==> config.mk <==
export PLATFORM = sky130hd
export DESIGN_NAME = bracket_balance_checker_unit
export DESIGN_NICKNAME = d
export VERILOG_FILES = /design/src/design/bbc_pkg.sv /design/src/design/bbc_ram.sv /design/src/design/bbc_core.sv /design/src/design/bracket_balance_checker_unit.sv
export VERILOG_INCLUDE_DIRS = /design/src /design/src/design
export SDC_FILE = /design/constraint.sdc
export NUM_CORES = 1
export LEC_CHECK = 0
export BUFFER_PORTS_ARGS = -buffer_cell sky130_fd_sc_hd__buf_2
export CAP_MARGIN = 20
export CORE_MARGIN = 8
export CORE_UTILIZATION = 50
export CTS_CLUSTER_DIAMETER = 40
export DETAILED_ROUTE_END_ITERATION = 8
export PLACE_DENSITY = 0.75
export SLEW_MARGIN = 20
export SYNTH_ARGS = -nofsm -noshare
export SYNTH_HDL_FRONTEND = slang
export SYNTH_SLANG_ARGS = --single-unit
==> constraint.sdc <==
create_clock -name clk -period 9.1 [get_ports clk]
set_input_delay 0.455 -clock clk [delete_from_list [all_inputs] [get_ports clk]]
set_output_delay 0.455 -clock clk [all_outputs]
set_load 0.05 [all_outputs]
==> src/design/bracket_balance_checker_unit_defines.svh <==
// Assertion macros shared by the bracket balance checker RTL.
// Each macro expects clk and rst in scope; no other dependencies.
`ifndef BRACKET_BALANCE_CHECKER_UNIT_DEFINES_SVH
`define BRACKET_BALANCE_CHECKER_UNIT_DEFINES_SVH

// Same-cycle implication, checked out of reset
`define BBC_ASSERT_NOW(label, ante, cons, msg) \
  label: assert property (@(posedge clk) disable iff (rst) (ante) |-> (cons)) \
    else $error(msg);

// Next-cycle implication, checked out of reset
`define BBC_ASSERT_NEXT(label, ante, cons, msg) \
  label: assert property (@(posedge clk) disable iff (rst) (ante) |=> (cons)) \
    else $error(msg);

`endif

==> src/design/bbc_pkg.sv <==
// Package for the bracket balance checker: beat types, status codes,
// character constants and bracket decode functions. No dependencies.
`timescale 1ns / 1ps

package bbc_pkg;

  // Default stack depth and width of one stored opener code
  localparam int STACK_DEPTH_DEF = 64;
  localparam int OPENER_W        = 2;

  // Status codes
  localparam logic [2:0] ST_OK       = 3'd0;
  localparam logic [2:0] ST_ODD      = 3'd1;
  localparam logic [2:0] ST_EMPTY    = 3'd2;
  localparam logic [2:0] ST_MISMATCH = 3'd3;
  localparam logic [2:0] ST_UNCLOSED = 3'd4;
  localparam logic [2:0] ST_OVERFLOW = 3'd5;

  // Opener codes; OP_NONE marks a non-opener or a wildcard closer
  localparam logic [OPENER_W-1:0] OP_PAREN   = 2'd0;
  localparam logic [OPENER_W-1:0] OP_SQUARE  = 2'd1;
  localparam logic [OPENER_W-1:0] OP_CURLY   = 2'd2;
  localparam logic [OPENER_W-1:0] OP_NONE    = 2'd3;

  // Bracket characters
  localparam logic [7:0] CH_LPAREN  = 8'h28;
  localparam logic [7:0] CH_RPAREN  = 8'h29;
  localparam logic [7:0] CH_LSQUARE = 8'h5B;
  localparam logic [7:0] CH_RSQUARE = 8'h5D;
  localparam logic [7:0] CH_LCURLY  = 8'h7B;
  localparam logic [7:0] CH_RCURLY  = 8'h7D;

  // Input beat
  typedef struct packed {
    logic [7:0] symbol;
    logic       last;
  } sym_t;

  // Output beat
  typedef struct packed {
    logic       valid_res;
    logic [2:0] status;
  } res_t;

  // Verdict from the stack core to the output stage
  typedef struct packed {
    logic done;
    res_t res;
  } verdict_t;

  // Opener code of a character, OP_NONE if it does not open
  function automatic logic [OPENER_W-1:0] opener_code(input logic [7:0] c);
    logic [OPENER_W-1:0] code;
    code = OP_NONE;
    if (c == CH_LPAREN)  code = OP_PAREN;
    if (c == CH_LSQUARE) code = OP_SQUARE;
    if (c == CH_LCURLY)  code = OP_CURLY;
    return code;
  endfunction

  // Opener a closer requires, OP_NONE for a wildcard
  function automatic logic [OPENER_W-1:0] closer_need(input logic [7:0] c);
    logic [OPENER_W-1:0] code;
    code = OP_NONE;
    if (c == CH_RPAREN)  code = OP_PAREN;
    if (c == CH_RSQUARE) code = OP_SQUARE;
    if (c == CH_RCURLY)  code = OP_CURLY;
    return code;
  endfunction

endpackage

==> src/design/bbc_ram.sv <==
// Generic single-write, single-read RAM with a registered read port.
// Uses bbc_pkg for its parameter defaults.
`timescale 1ns / 1ps

module bbc_ram #(
  parameter int WIDTH = bbc_pkg::OPENER_W,
  parameter int DEPTH = bbc_pkg::STACK_DEPTH_DEF
) (
  input  logic                     clk,
  input  logic                     we,
  input  logic [$clog2(DEPTH)-1:0] waddr,
  input  logic [WIDTH-1:0]         wdata,
  input  logic [$clog2(DEPTH)-1:0] raddr,
  output logic [WIDTH-1:0]         rdata
);

  logic [WIDTH-1:0] mem [DEPTH];

  // Write port
  always_ff @(posedge clk) begin
    if (we) begin
      mem[waddr] <= wdata;
    end
  end

  // Registered read port
  always_ff @(posedge clk) begin
    rdata <= mem[raddr];
  end

endmodule

==> src/design/bbc_core.sv <==
// Stack core of the bracket balance checker: opener stack in RAM, depth,
// parity and first-error registers, verdict. Uses bbc_pkg and bbc_ram.
`timescale 1ns / 1ps
`include "bracket_balance_checker_unit_defines.svh"

module bbc_core #(
  parameter int STACK_DEPTH = bbc_pkg::STACK_DEPTH_DEF
) (
  input  logic              clk,
  input  logic              rst,
  input  logic              acc,
  input  bbc_pkg::sym_t     sym,
  output bbc_pkg::verdict_t verdict
);

  localparam int AW = (STACK_DEPTH > 1) ? $clog2(STACK_DEPTH) : 1;
  localparam int DW = $clog2(STACK_DEPTH + 1);
  localparam int OW = bbc_pkg::OPENER_W;

  // State registers
  logic [DW-1:0] depth, depth_next;
  logic          parity, parity_next;
  logic [2:0]    err, err_next;
  logic          fwd, fwd_next;
  logic [OW-1:0] fwd_val;

  // RAM port signals
  logic          we;
  logic [AW-1:0] waddr, raddr;
  logic [OW-1:0] wdata, rdata;

  // Decode
  logic [OW-1:0] code, need, top;
  logic          is_open;
  logic [2:0]    status;

  assign code    = bbc_pkg::opener_code(sym.symbol);
  assign need    = bbc_pkg::closer_need(sym.symbol);
  assign is_open = (code != bbc_pkg::OP_NONE);

  // Take the top from the forward register when last cycle pushed it
  assign top = fwd ? fwd_val : rdata;

  bbc_ram #(
    .WIDTH (OW),
    .DEPTH (STACK_DEPTH)
  ) u_stack (
    .clk   (clk),
    .we    (we),
    .waddr (waddr),
    .wdata (wdata),
    .raddr (raddr),
    .rdata (rdata)
  );

  // Push, pop or latch an error for one accepted beat
  always_comb begin
    depth_next  = depth;
    parity_next = parity;
    err_next    = err;
    fwd_next    = 1'b0;
    we          = 1'b0;
    waddr       = depth[AW-1:0];
    wdata       = code;
    if (acc) begin
      parity_next = ~parity;
      if (err == bbc_pkg::ST_OK) begin
        if (is_open) begin
          if (depth == DW'(STACK_DEPTH)) begin
            err_next = bbc_pkg::ST_OVERFLOW;
          end else begin
            we         = 1'b1;
            fwd_next   = 1'b1;
            depth_next = depth + DW'(1);
          end
        end else if (depth == '0) begin
          err_next = bbc_pkg::ST_EMPTY;
        end else if (need != bbc_pkg::OP_NONE && need != top) begin
          err_next = bbc_pkg::ST_MISMATCH;
        end else begin
          depth_next = depth - DW'(1);
        end
      end
    end
  end

  // Verdict on the last beat, odd length first
  always_comb begin
    priority if (parity_next) begin
      status = bbc_pkg::ST_ODD;
    end else if (err_next != bbc_pkg::ST_OK) begin
      status = err_next;
    end else if (depth_next != '0) begin
      status = bbc_pkg::ST_UNCLOSED;
    end else begin
      status = bbc_pkg::ST_OK;
    end
  end

  assign verdict.done          = acc && sym.last;
  assign verdict.res.status    = status;
  assign verdict.res.valid_res = (status == bbc_pkg::ST_OK);

  // Prefetch the next top of stack
  assign raddr = AW'(depth_next - DW'(1));

  // Advance state, clear it at the end of a string
  always_ff @(posedge clk) begin
    if (rst) begin
      depth  <= '0;
      parity <= 1'b0;
      err    <= bbc_pkg::ST_OK;
      fwd    <= 1'b0;
    end else if (acc && sym.last) begin
      depth  <= '0;
      parity <= 1'b0;
      err    <= bbc_pkg::ST_OK;
      fwd    <= 1'b0;
    end else begin
      depth  <= depth_next;
      parity <= parity_next;
      err    <= err_next;
      fwd    <= fwd_next;
    end
  end

  // Forwarded top value
  always_ff @(posedge clk) begin
    fwd_val <= code;
  end

  `BBC_ASSERT_NOW(a_depth_bound, 1'b1, depth <= DW'(STACK_DEPTH), "stack depth above capacity")
  `BBC_ASSERT_NEXT(a_end_clears, acc && sym.last, depth == '0 && !parity && err == bbc_pkg::ST_OK, "state not cleared after last beat")
  `BBC_ASSERT_NEXT(a_err_freezes, acc && !sym.last && err != bbc_pkg::ST_OK, $stable(depth) && err == $past(err), "stack moved after an error")

endmodule

==> src/design/bracket_balance_checker_unit.sv <==
// Bracket balance checker: one character per cycle unless sym_stall holds
// a last beat, verdict per string. The verdict is registered and appears on
// res in the cycle after the last beat is accepted. The top of stack is
// forwarded past the registered RAM read, so pushes and pops may follow
// each other directly. Reset (rst, synchronous): empty stack, even parity,
// no error; the stack RAM itself is not cleared.
`timescale 1ns / 1ps
`include "bracket_balance_checker_unit_defines.svh"

module bracket_balance_checker_unit #(
  parameter int STACK_DEPTH = bbc_pkg::STACK_DEPTH_DEF
) (
  input  logic          clk,
  input  logic          rst,
  input  logic          sym_valid,
  output logic          sym_stall,
  input  bbc_pkg::sym_t sym_data,
  output logic          res_valid,
  input  logic          res_stall,
  output bbc_pkg::res_t res_data
);

  logic              acc;
  bbc_pkg::verdict_t verdict;

  // Hold only a last beat while an earlier verdict waits
  assign sym_stall = res_valid && res_stall && sym_data.last;
  assign acc       = sym_valid && !sym_stall;

  bbc_core #(
    .STACK_DEPTH (STACK_DEPTH)
  ) u_core (
    .clk     (clk),
    .rst     (rst),
    .acc     (acc),
    .sym     (sym_data),
    .verdict (verdict)
  );

  // Output register valid
  always_ff @(posedge clk) begin
    if (rst) begin
      res_valid <= 1'b0;
    end else if (verdict.done) begin
      res_valid <= 1'b1;
    end else if (!res_stall) begin
      res_valid <= 1'b0;
    end
  end

  // Output register payload
  always_ff @(posedge clk) begin
    if (verdict.done) begin
      res_data <= verdict.res;
    end
  end

  `BBC_ASSERT_NEXT(a_last_gives_res, acc && sym_data.last, res_valid, "no verdict after last beat")
  `BBC_ASSERT_NOW(a_res_consistent, res_valid, res_data.valid_res == (res_data.status == bbc_pkg::ST_OK), "verdict flag disagrees with status")
  `BBC_ASSERT_NEXT(a_no_spurious, !res_valid && !(acc && sym_data.last), !res_valid, "verdict without a last beat")

endmodule

==> flow_metrics.env, run 1 <==
export IMPL_final_common_cell="nor2_1"
export IMPL_worstMarginPinSlew_ns=1.10
export IMPL_synth_distinct_cells=69
export IMPL_clock_sinks=149
export IMPL_fin_tns_setup_ns=0
export IMPL_fmax_mhz=174
export IMPL_synth_area_per_cell_sq_um=12.4
export IMPL_seq_area_sq_um=4300
export IMPL_antenna_left=0
export IMPL_drc=0
export IMPL_met2_usage=0.301
export IMPL_post_cts_setup_buffers=0
export IMPL_synth_edf_count=132
export IMPL_htreeDepth=4
export IMPL_vias=5184
export IMPL_crit_arrival_ns=6.04
export IMPL_synthCells=590
export IMPL_ios=19
export IMPL_path_class="register to register"
export IMPL_grt_pass1_vias=5003
export IMPL_final_min_clock_period_ns=5.74
export IMPL_routedWlPerCell_microns=22.8
export IMPL_yosys_area_top_type="edfxtp_1"
export IMPL_drt_first_pass_iters=7
export IMPL_cp_start_kind="register"
export IMPL_grt_pass1_wl_microns=28200
export IMPL_required_ns=9.40
export IMPL_gr_usage_met1=0.272
export IMPL_hold_viol=0
export IMPL_syn2layout_area_growth_pct=10.6
export IMPL_hold_buffers=0
export IMPL_port_buffers=18
export IMPL_top_usage_layer="met2"
export IMPL_max_clock_path_buffers=2
export IMPL_initial_utilization=0.509
export IMPL_drt_initial_drc_count=748
export IMPL_synth_top_area_share=0.540
export IMPL_syn_area_sq_um=7340
export IMPL_drive_above_1_share=0.167
export IMPL_post_route_period_util=0.631
export IMPL_diodes=0
export IMPL_finalWeightedCongestion=0.940
export IMPL_setup_viol=0
export IMPL_routed_via_density=6.58
export IMPL_mostFrequentLayoutCells="nor2_1, edfxtp_1, mux4_2"
export IMPL_numCtsBuffers=17
export IMPL_core_sq_um=14400
export IMPL_slew_viol_final=0
export IMPL_ys_ff_latch=149
export IMPL_ys_flop_type="edfxtp_1"
export IMPL_nFillCells=1191
export IMPL_die_w_microns=137
export IMPL_cts_tree="built"
export IMPL_fin_skew_ns=0.00889
export IMPL_cts_root_buf="clkbuf_16"
export IMPL_endpoint_kind="register"
export IMPL_post_route_util=0.563
export IMPL_yosysSeqAreaShare=0.586
export IMPL_relSlewSlack=0.269
export IMPL_synth_nets=608
export IMPL_synthArstFlopShare=0
export IMPL_grtUsageMet3=0.0569
export IMPL_cp_max_fo=27
export IMPL_detailed_place_hpwl_microns=11600
export IMPL_yosys_warnings=0
export IMPL_ys_top_cells_by_area="edfxtp_1, mux4_2, nor2_1"
export IMPL_overflow=0
export IMPL_routed_wl_microns=17900
export IMPL_rows=44
export IMPL_grt_max_degree=42
export IMPL_drv_cap=0
export IMPL_dieArea_sq_um=18800
export IMPL_layout_nets=609
export IMPL_hp_class="input port to register"
export IMPL_antenna_found_initial=0
export IMPL_ctsResizeCount=0
export IMPL_clk_pin_slew_ns=0.06
export IMPL_rsz0062_at_grt="false"
export IMPL_status="finished clean"
export IMPL_multiInputGateArea_sq_um=2860
export IMPL_die_height_microns=137
export IMPL_clk_latency_ns=0.43
export IMPL_grt_usage=0.201
-- per-stage QoR --
stage / area [sq um] / hold slack (ns) / std cells / setup WS [ns]
floorplan: 7340 / 0.501 / 590 / 4.29
global placement: 7550 / 0.467 / 756 / 3.60
detailed placement: 7550 / 0.493 / 756 / 3.46
CTS: 8120 / 0.184 / 788 / 3.43
global route: 8120 / 0.181 / 788 / 2.95
finish: 8120 / 0.198 / 788 / 3.36
-- area by class of cell --
class,count,share of cell area
Inverter,6,0.00277
Sequential cell,149,0.530
Timing Repair Buffer,24,0.0166
Clock inverter,15,0.0177
Tap cell,184,0.0284
Multi-Input combinational cell,393,0.352
Clock buffer,17,0.0524
-- per-layer routing --
| metal | part of all wire | wire length [microns] |
|---|---|---|
| met5 | 0 | 0 |
| met4 | 0.029 | 518 |
| met3 | 0.092 | 1650 |
| met2 | 0.46 | 8290 |
| met1 | 0.42 | 7470 |
-- flip-flops by register name, summed over array words and instances, names as in the netlist --
register	count
u_core.u_stack.mem	128
u_core.depth	7
res_data	4
u_core.err	3
u_core.fwd_val	2
u_core.u_stack.rdata	2
res_valid	1
u_core.fwd	1
u_core.parity	1
-- critical path, cell delays in order, from the launching register on --
cell and delay [ns]:
dfxtp_1 0.43, nor4_4 0.47, nand2_2 0.36, or2_4 0.38, mux2i_4 0.51, or4_4 0.25
and2_4 0.49, ha_1 0.38, nand2b_1 0.43, nor2_1 0.23, o2111ai_1 0.14, o311ai_0 0.17
nor4_1 0.09, a2111oi_0 0.58, a2111oi_0 0.14, or4_1 0.55
-- cells in the mapped netlist (4+ instances only) --
library cell,count
a41o_1,4
buf_1,6
dfxtp_1,17
nor4_1,9
clkbuf_1,31
o2111ai_1,19
inv_1,6
o311ai_0,16
a31oi_1,5
a21oi_1,7
nor2_1,138
nand3_1,9
edfxtp_1,132
a2111oi_0,16
o21ai_0,8
ha_1,5
nand2_1,23
nor2b_1,5
o32ai_1,16
mux2i_1,9
mux4_2,24
nor3_1,10
-- final timing paths --
check	from	end	slack, ns	cells past startpoint
min	rst	res_valid$_SDFFE_PP0P_	0.20	2
max reg2reg	u_core.depth[3]$_SDFF_PP0_	u_core.u_stack.rdata[0]$_DFF_P_	3.36	15
min reg2reg	res_valid$_SDFFE_PP0P_	res_valid$_SDFFE_PP0P_	0.50	2
max	u_core.depth[3]$_SDFF_PP0_	u_core.u_stack.rdata[0]$_DFF_P_	3.36	15
-- cell families after synthesis --
group,share of synthesized area
compound gates,0.130
xor+xnor,0.00716
fa+ha+maj,0.00852
buf+inv,0.0276
flops,0.586
mux,0.0905
simple gates,0.150
Power of run 1 is left out: the tool's default activity adds up to more than one toggle a clock period on the data nets, which glitch-free logic cannot reach.
==> run 2: changes to the inputs <==
==> constraint.sdc (replaced) <==
create_clock -name clk -period 5.5 [get_ports clk]
set_input_delay 0.275 -clock clk [delete_from_list [all_inputs] [get_ports clk]]
set_output_delay 0.275 -clock clk [all_outputs]
set_load 0.05 [all_outputs]
==> run 2 against run 1 <==
Against the previous run: cell area up 0.26%; fmax up 13%; sequential share of layout area down 0.14 points; cell count up 0.76%; worst hold slack worse by 0.067 ns; first-iteration DRC count up 1.7%; clock skew up 0.0048 ns; worst setup slack worse by 2.9 ns; die area unchanged; core utilization up 0.15 points; sequential cell count unchanged; critical endpoint is now u_core.u_stack.rdata[1]$_DFF_P_; largest cell class unchanged; highest routed layer unchanged.
==> flow_metrics.env, run 2 (synthesis gave the netlist of run 1 again) <==
export IMPL_status="finished clean"
export IMPL_rr_endpoint="u_core.u_stack.rdata[1]$_DFF_P_"
export IMPL_mostFrequentLayoutCells="nor2_1, edfxtp_1, mux4_2"
export IMPL_drt_initial_drc_count=761
export IMPL_min_path_cells=3
export IMPL_detailed_place_hpwl_microns=11500
export IMPL_antenna_found_initial=0
export IMPL_port_buffers=18
export IMPL_required_ns=5.81
export IMPL_final_cell_area_sq_um=8140
export IMPL_die_w_microns=137
export IMPL_final_min_clock_period_ns=5.08
export IMPL_grt_max_degree=38
export IMPL_relSlewSlack=0.318
export IMPL_fin_tns_setup_ns=0
export IMPL_ios=19
export IMPL_drc=0
export IMPL_grt_pass1_wl_microns=28300
export IMPL_cts_tree="built"
export IMPL_overflow=0
export IMPL_setup_slack_ns=0.421
export IMPL_hp_class="input port to register"
export IMPL_top_register="u_core.u_stack.mem"
export IMPL_routed_wl_microns=18100
export IMPL_rr_worst_depth=15
export IMPL_min_to="res_valid$_SDFFE_PP0P_"
export IMPL_timing_rr_start="u_core.depth[3]$_SDFF_PP0_"
export IMPL_clk_pin_slew_ns=0.06
export IMPL_post_cts_setup_buffers=0
export IMPL_drt_first_pass_iters=7
export IMPL_rows=44
export IMPL_hp_start="res_stall"
export IMPL_layout_nets=615
export IMPL_nFillCells=1195
export IMPL_initial_utilization=0.509
export IMPL_place_ws_ns=0.295
export IMPL_placed_cell_area_sq_um=7580
export IMPL_rsz0062_at_grt="false"
export IMPL_vias=5347
export IMPL_largest_reg_flops=128
export IMPL_cp_start_kind="register"
export IMPL_hold_viol=0
export IMPL_final_common_cell="nor2_1"
export IMPL_finalWeightedCongestion=0.981
export IMPL_cts_root_buf="clkbuf_16"
export IMPL_die_height_microns=137
export IMPL_diodes=0
export IMPL_fmax_mhz=197
export IMPL_setup_viol=0
export IMPL_clk_latency_ns=0.44
export IMPL_drv_cap=0
export IMPL_grt_pass1_vias=5124
export IMPL_syn2layout_area_growth_pct=10.9
export IMPL_slew_viol_final=0
export IMPL_r2r_slack_ns=0.42
export IMPL_cp_max_fo=19
export IMPL_drive_above_1_share=0.169
export IMPL_grt_usage=0.202
export IMPL_endpoint_kind="register"
export IMPL_core_sq_um=14400
export IMPL_htreeDepth=4
export IMPL_dieArea_sq_um=18800
export IMPL_worstMarginPinSlew_ns=1.02
export IMPL_antenna_left=0
export IMPL_fin_skew_ns=0.0137
export IMPL_clock_sinks=149
export IMPL_routedWlPerCell_microns=22.8
export IMPL_top_regs="u_core.u_stack.mem (128), u_core.depth (7), res_data (4)"
export IMPL_routed_via_density=6.73
export IMPL_max_clock_path_buffers=2
export IMPL_crit_arrival_ns=5.39
export IMPL_numCtsBuffers=17
export IMPL_path_class="register to register"
export IMPL_post_route_period_util=0.923
run 2: cell types whose count changed in the layout (fill, tap and decap cells not counted), sizes merged:
cell         delta
buf             +5
bufinv          -1
clkbuf          +2
clkinvlp        +2
dlygate4sd3     +1
inv             -3
run 2: area by class of cell:
cell class / instances / area (sq um) / share of cell area
clock buffers: 19 / 433 / 0.0532
repair buffers: 30 / 183 / 0.0224
inverters: 6 / 22.5 / 0.00277
well taps: 184 / 230 / 0.0283
clock inverters: 13 / 101 / 0.0124
multi-input cells: 393 / 2870 / 0.352
flip-flops and latches: 149 / 4300 / 0.529
run 2: per-stage QoR:
| stage | cells | utilization | hold WS (ns) |
|---|---|---|---|
| finish | 794 | 0.564 | 0.131 |
| global placement | 761 | 0.526 | 0.441 |
| global route | 794 | 0.564 | 0.157 |
| detailed placement | 761 | 0.526 | 0.457 |
| floorplan | 590 | - | 0.344 |
| CTS | 793 | 0.563 | 0.000104 |
run 2: layer usage:
metal  global-route usage  part of all wire  vias to the layer above
met2                0.319              0.47                      303
li1                     -                 -                     2356
met4               0.0839             0.035                        0
met5                    0                 0                        -
met3               0.0576             0.082                       64
met1                0.258              0.41                     2624
run 2: how the worst max path moves through the flow:
stage	from	slack, ns	cells past startpoint	end
4_1_cts	u_core.depth[3]$_SDFF_PP0_	0.23	15	u_core.u_stack.rdata[0]$_DFF_P_
3_5_place_dp	u_core.depth[3]$_SDFF_PP0_	0.30	15	u_core.u_stack.rdata[0]$_DFF_P_
6_report	u_core.depth[3]$_SDFF_PP0_	0.42	15	u_core.u_stack.rdata[1]$_DFF_P_
5_1_grt	u_core.depth[3]$_SDFF_PP0_	0.05	15	u_core.u_stack.rdata[1]$_DFF_P_
3_3_place_gp	u_core.depth[3]$_SDFF_PP0_	0.42	15	u_core.u_stack.rdata[0]$_DFF_P_
2_1_floorplan	u_core.depth[0]$_SDFF_PP0_	0.69	20	u_core.u_stack.rdata[0]$_DFF_P_
run 2: timing repair:
action                                  4_1_cts  5_1_grt
endpoints found under the setup margin        0        2
gates resized for setup                       0        2
hold buffers                                  0        1
endpoints found under the hold margin         0        1
run 2: worst max-delay path, cell delays in order (launching register included):
cell	delay, ns
dfxtp_1	0.44
nor4_4	0.49
nand2_2	0.15
or2_4	0.29
mux2i_4	0.52
o31ai_1	0.20
and2_4	0.20
ha_1	0.42
nand2b_1	0.52
nor2_1	0.21
o2111ai_1	0.13
o311ai_0	0.15
nor4_1	0.12
a2111oi_0	0.44
a2111oi_0	0.14
or4_1	0.53
Power of run 2 is left out for the same reason.
==> run 3: changes to the inputs <==
==> constraint.sdc (replaced) <==
create_clock -name clk -period 5.5 [get_ports clk]
set_input_delay 0 -clock clk [delete_from_list [all_inputs] [get_ports clk]]
set_output_delay 0 -clock clk [all_outputs]
set_load 0.05 [all_outputs]
==> run 3 against run 2 <==
Against the previous run: sequential share of layout area fell by 0.33 points; worst setup slack got worse by 0.16 ns; non-clock buffer count rose by 2; via count fell by 0.75%; global-route usage is 0.21 points lower; cell count up 0.25%; critical path depth grew 1; critical endpoint unchanged; largest cell class unchanged.
==> flow_metrics.env, run 3 (synthesis gave the netlist of run 1 again) <==
export IMPL_max_clock_path_buffers=2
export IMPL_finalWeightedCongestion=0.947
export IMPL_overflow=0
export IMPL_setup_slack_ns=0.257
export IMPL_die_w_microns=137
export IMPL_slowest_stage="a2111oi_0"
export IMPL_crit_buf_inv=1
export IMPL_routedWlPerCell_microns=22.5
export IMPL_core_sq_um=14400
export IMPL_crit_path_max_incr_delay_ns=0.55
export IMPL_drive_above_1_share=0.172
export IMPL_slew_viol_final=0
export IMPL_antenna_found_initial=0
export IMPL_fmax_mhz=191
export IMPL_clk_latency_ns=0.43
export IMPL_hold_viol=0
export IMPL_cts_root_buf="clkbuf_16"
export IMPL_status="finished clean"
export IMPL_layout_nets=617
export IMPL_required_ns=5.80
export IMPL_endpoint_kind="register"
export IMPL_antenna_left=0
export IMPL_mostFrequentLayoutCells="nor2_1, edfxtp_1, mux4_2"
export IMPL_die_height_microns=137
export IMPL_place_ws_ns=0.400
export IMPL_placed_cell_area_sq_um=7590
export IMPL_largest_reg_flops=128
export IMPL_htreeDepth=4
export IMPL_cp_startpoint="u_core.depth[3]$_SDFF_PP0_"
export IMPL_relSlewSlack=0.307
export IMPL_vias=5307
export IMPL_post_route_period_util=0.953
export IMPL_clock_sinks=149
export IMPL_routed_via_density=6.67
export IMPL_cp_common_cell="a2111oi_0"
export IMPL_detailed_place_hpwl_microns=11600
export IMPL_crit_arrival_ns=5.54
export IMPL_drv_cap=0
export IMPL_final_cell_area_sq_um=8190
export IMPL_grt_pass1_wl_microns=28300
export IMPL_top_register="u_core.u_stack.mem"
export IMPL_fin_tns_setup_ns=0
export IMPL_clk_pin_slew_ns=0.06
export IMPL_rsz0062_at_grt="false"
export IMPL_fin_skew_ns=0.00961
export IMPL_cts_tree="built"
export IMPL_drt_first_pass_iters=6
export IMPL_rows=44
export IMPL_diodes=0
export IMPL_numCtsBuffers=17
export IMPL_worstMarginPinSlew_ns=1.04
export IMPL_cp_start_kind="register"
export IMPL_ios=19
export IMPL_final_common_cell="nor2_1"
export IMPL_initial_utilization=0.509
export IMPL_nFillCells=1149
export IMPL_post_route_util=0.568
export IMPL_timing_rr_start="u_core.depth[3]$_SDFF_PP0_"
export IMPL_cp_top_family="simple AND/OR/NAND/NOR gates"
export IMPL_top_regs="u_core.u_stack.mem (128), u_core.depth (7), res_data (4)"
export IMPL_drt_initial_drc_count=746
export IMPL_hp_class="input port to register"
export IMPL_dieArea_sq_um=18800
export IMPL_post_cts_setup_buffers=0
export IMPL_path_class="register to register"
export IMPL_final_min_clock_period_ns=5.24
export IMPL_routed_wl_microns=17900
export IMPL_port_buffers=18
export IMPL_grt_pass1_vias=5141
export IMPL_crit_path_cell_trace="nor4_4 -> nand2_2 -> or2_4 -> mux2i_4 -> o31ai_1 -> and2_4 -> ha_1 -> buf_4 -> nand2b_1 -> nor2_1 -> o32ai_1 -> o311ai_0 -> nor4_1 -> a2111oi_0 -> a2111oi_0 -> or4_1"
export IMPL_grt_usage=0.200
export IMPL_setup_viol=0
export IMPL_hp_start="sym_data[0]"
export IMPL_syn2layout_area_growth_pct=11.6
export IMPL_grt_max_degree=38
export IMPL_cp_max_fo=19
export IMPL_drc=0
==> run 3: cell type report <==
class | instances | area [sq um] | share of cell area
timing repair buffer | 32 | 200 | 0.0244
sequential | 149 | 4300 | 0.525
multi-input combinational | 393 | 2870 | 0.350
inverter | 6 | 22.5 | 0.00275
tap | 184 | 230 | 0.0281
clock inverter | 8 | 63.8 | 0.00779
clock buffer | 24 | 504 | 0.0615
==> run 3: metrics by stage <==
| stage | hold WS, ns | instances |
|---|---|---|
| after floorplan | 0.0691 | 590 |
| after global placement | 0.165 | 762 |
| after detailed placement | 0.176 | 762 |
| after CTS | 0.0610 | 796 |
| after global routing | 0.0811 | 796 |
| final | 0.0736 | 796 |
==> run 3: tightest hold or removal path, cell delays in order <==
cell and delay (ns):
buf_2 0.11, nand3_1 0.10, inv_1 0.11
==> run 3: what timing repair did <==
action,in CTS,in global routing
resized for setup,0,2
endpoints found under the setup margin,0,2
hold buffers,2,0
endpoints found under the hold margin,1,0
==> run 3: layer usage <==
layer / track usage / share of wire
met3: 0.0540 / 0.096
met2: 0.302 / 0.46
met5: 0 / 0
met4: 0.0990 / 0.046
met1: 0.262 / 0.39
==> run 3: path summary, 6_finish.rpt <==
check / to / slack (ns) / cells past startpoint
worst min register to register: u_core.parity$_SDFF_PP0_ / 0.55 / 2
worst max register to register: u_core.u_stack.rdata[1]$_DFF_P_ / 0.26 / 16
worst min-delay path: res_data[2]$_DFFE_PP_ / 0.07 / 3
worst max-delay path: u_core.u_stack.rdata[1]$_DFF_P_ / 0.26 / 16
Power of run 3 is left out for the same reason.
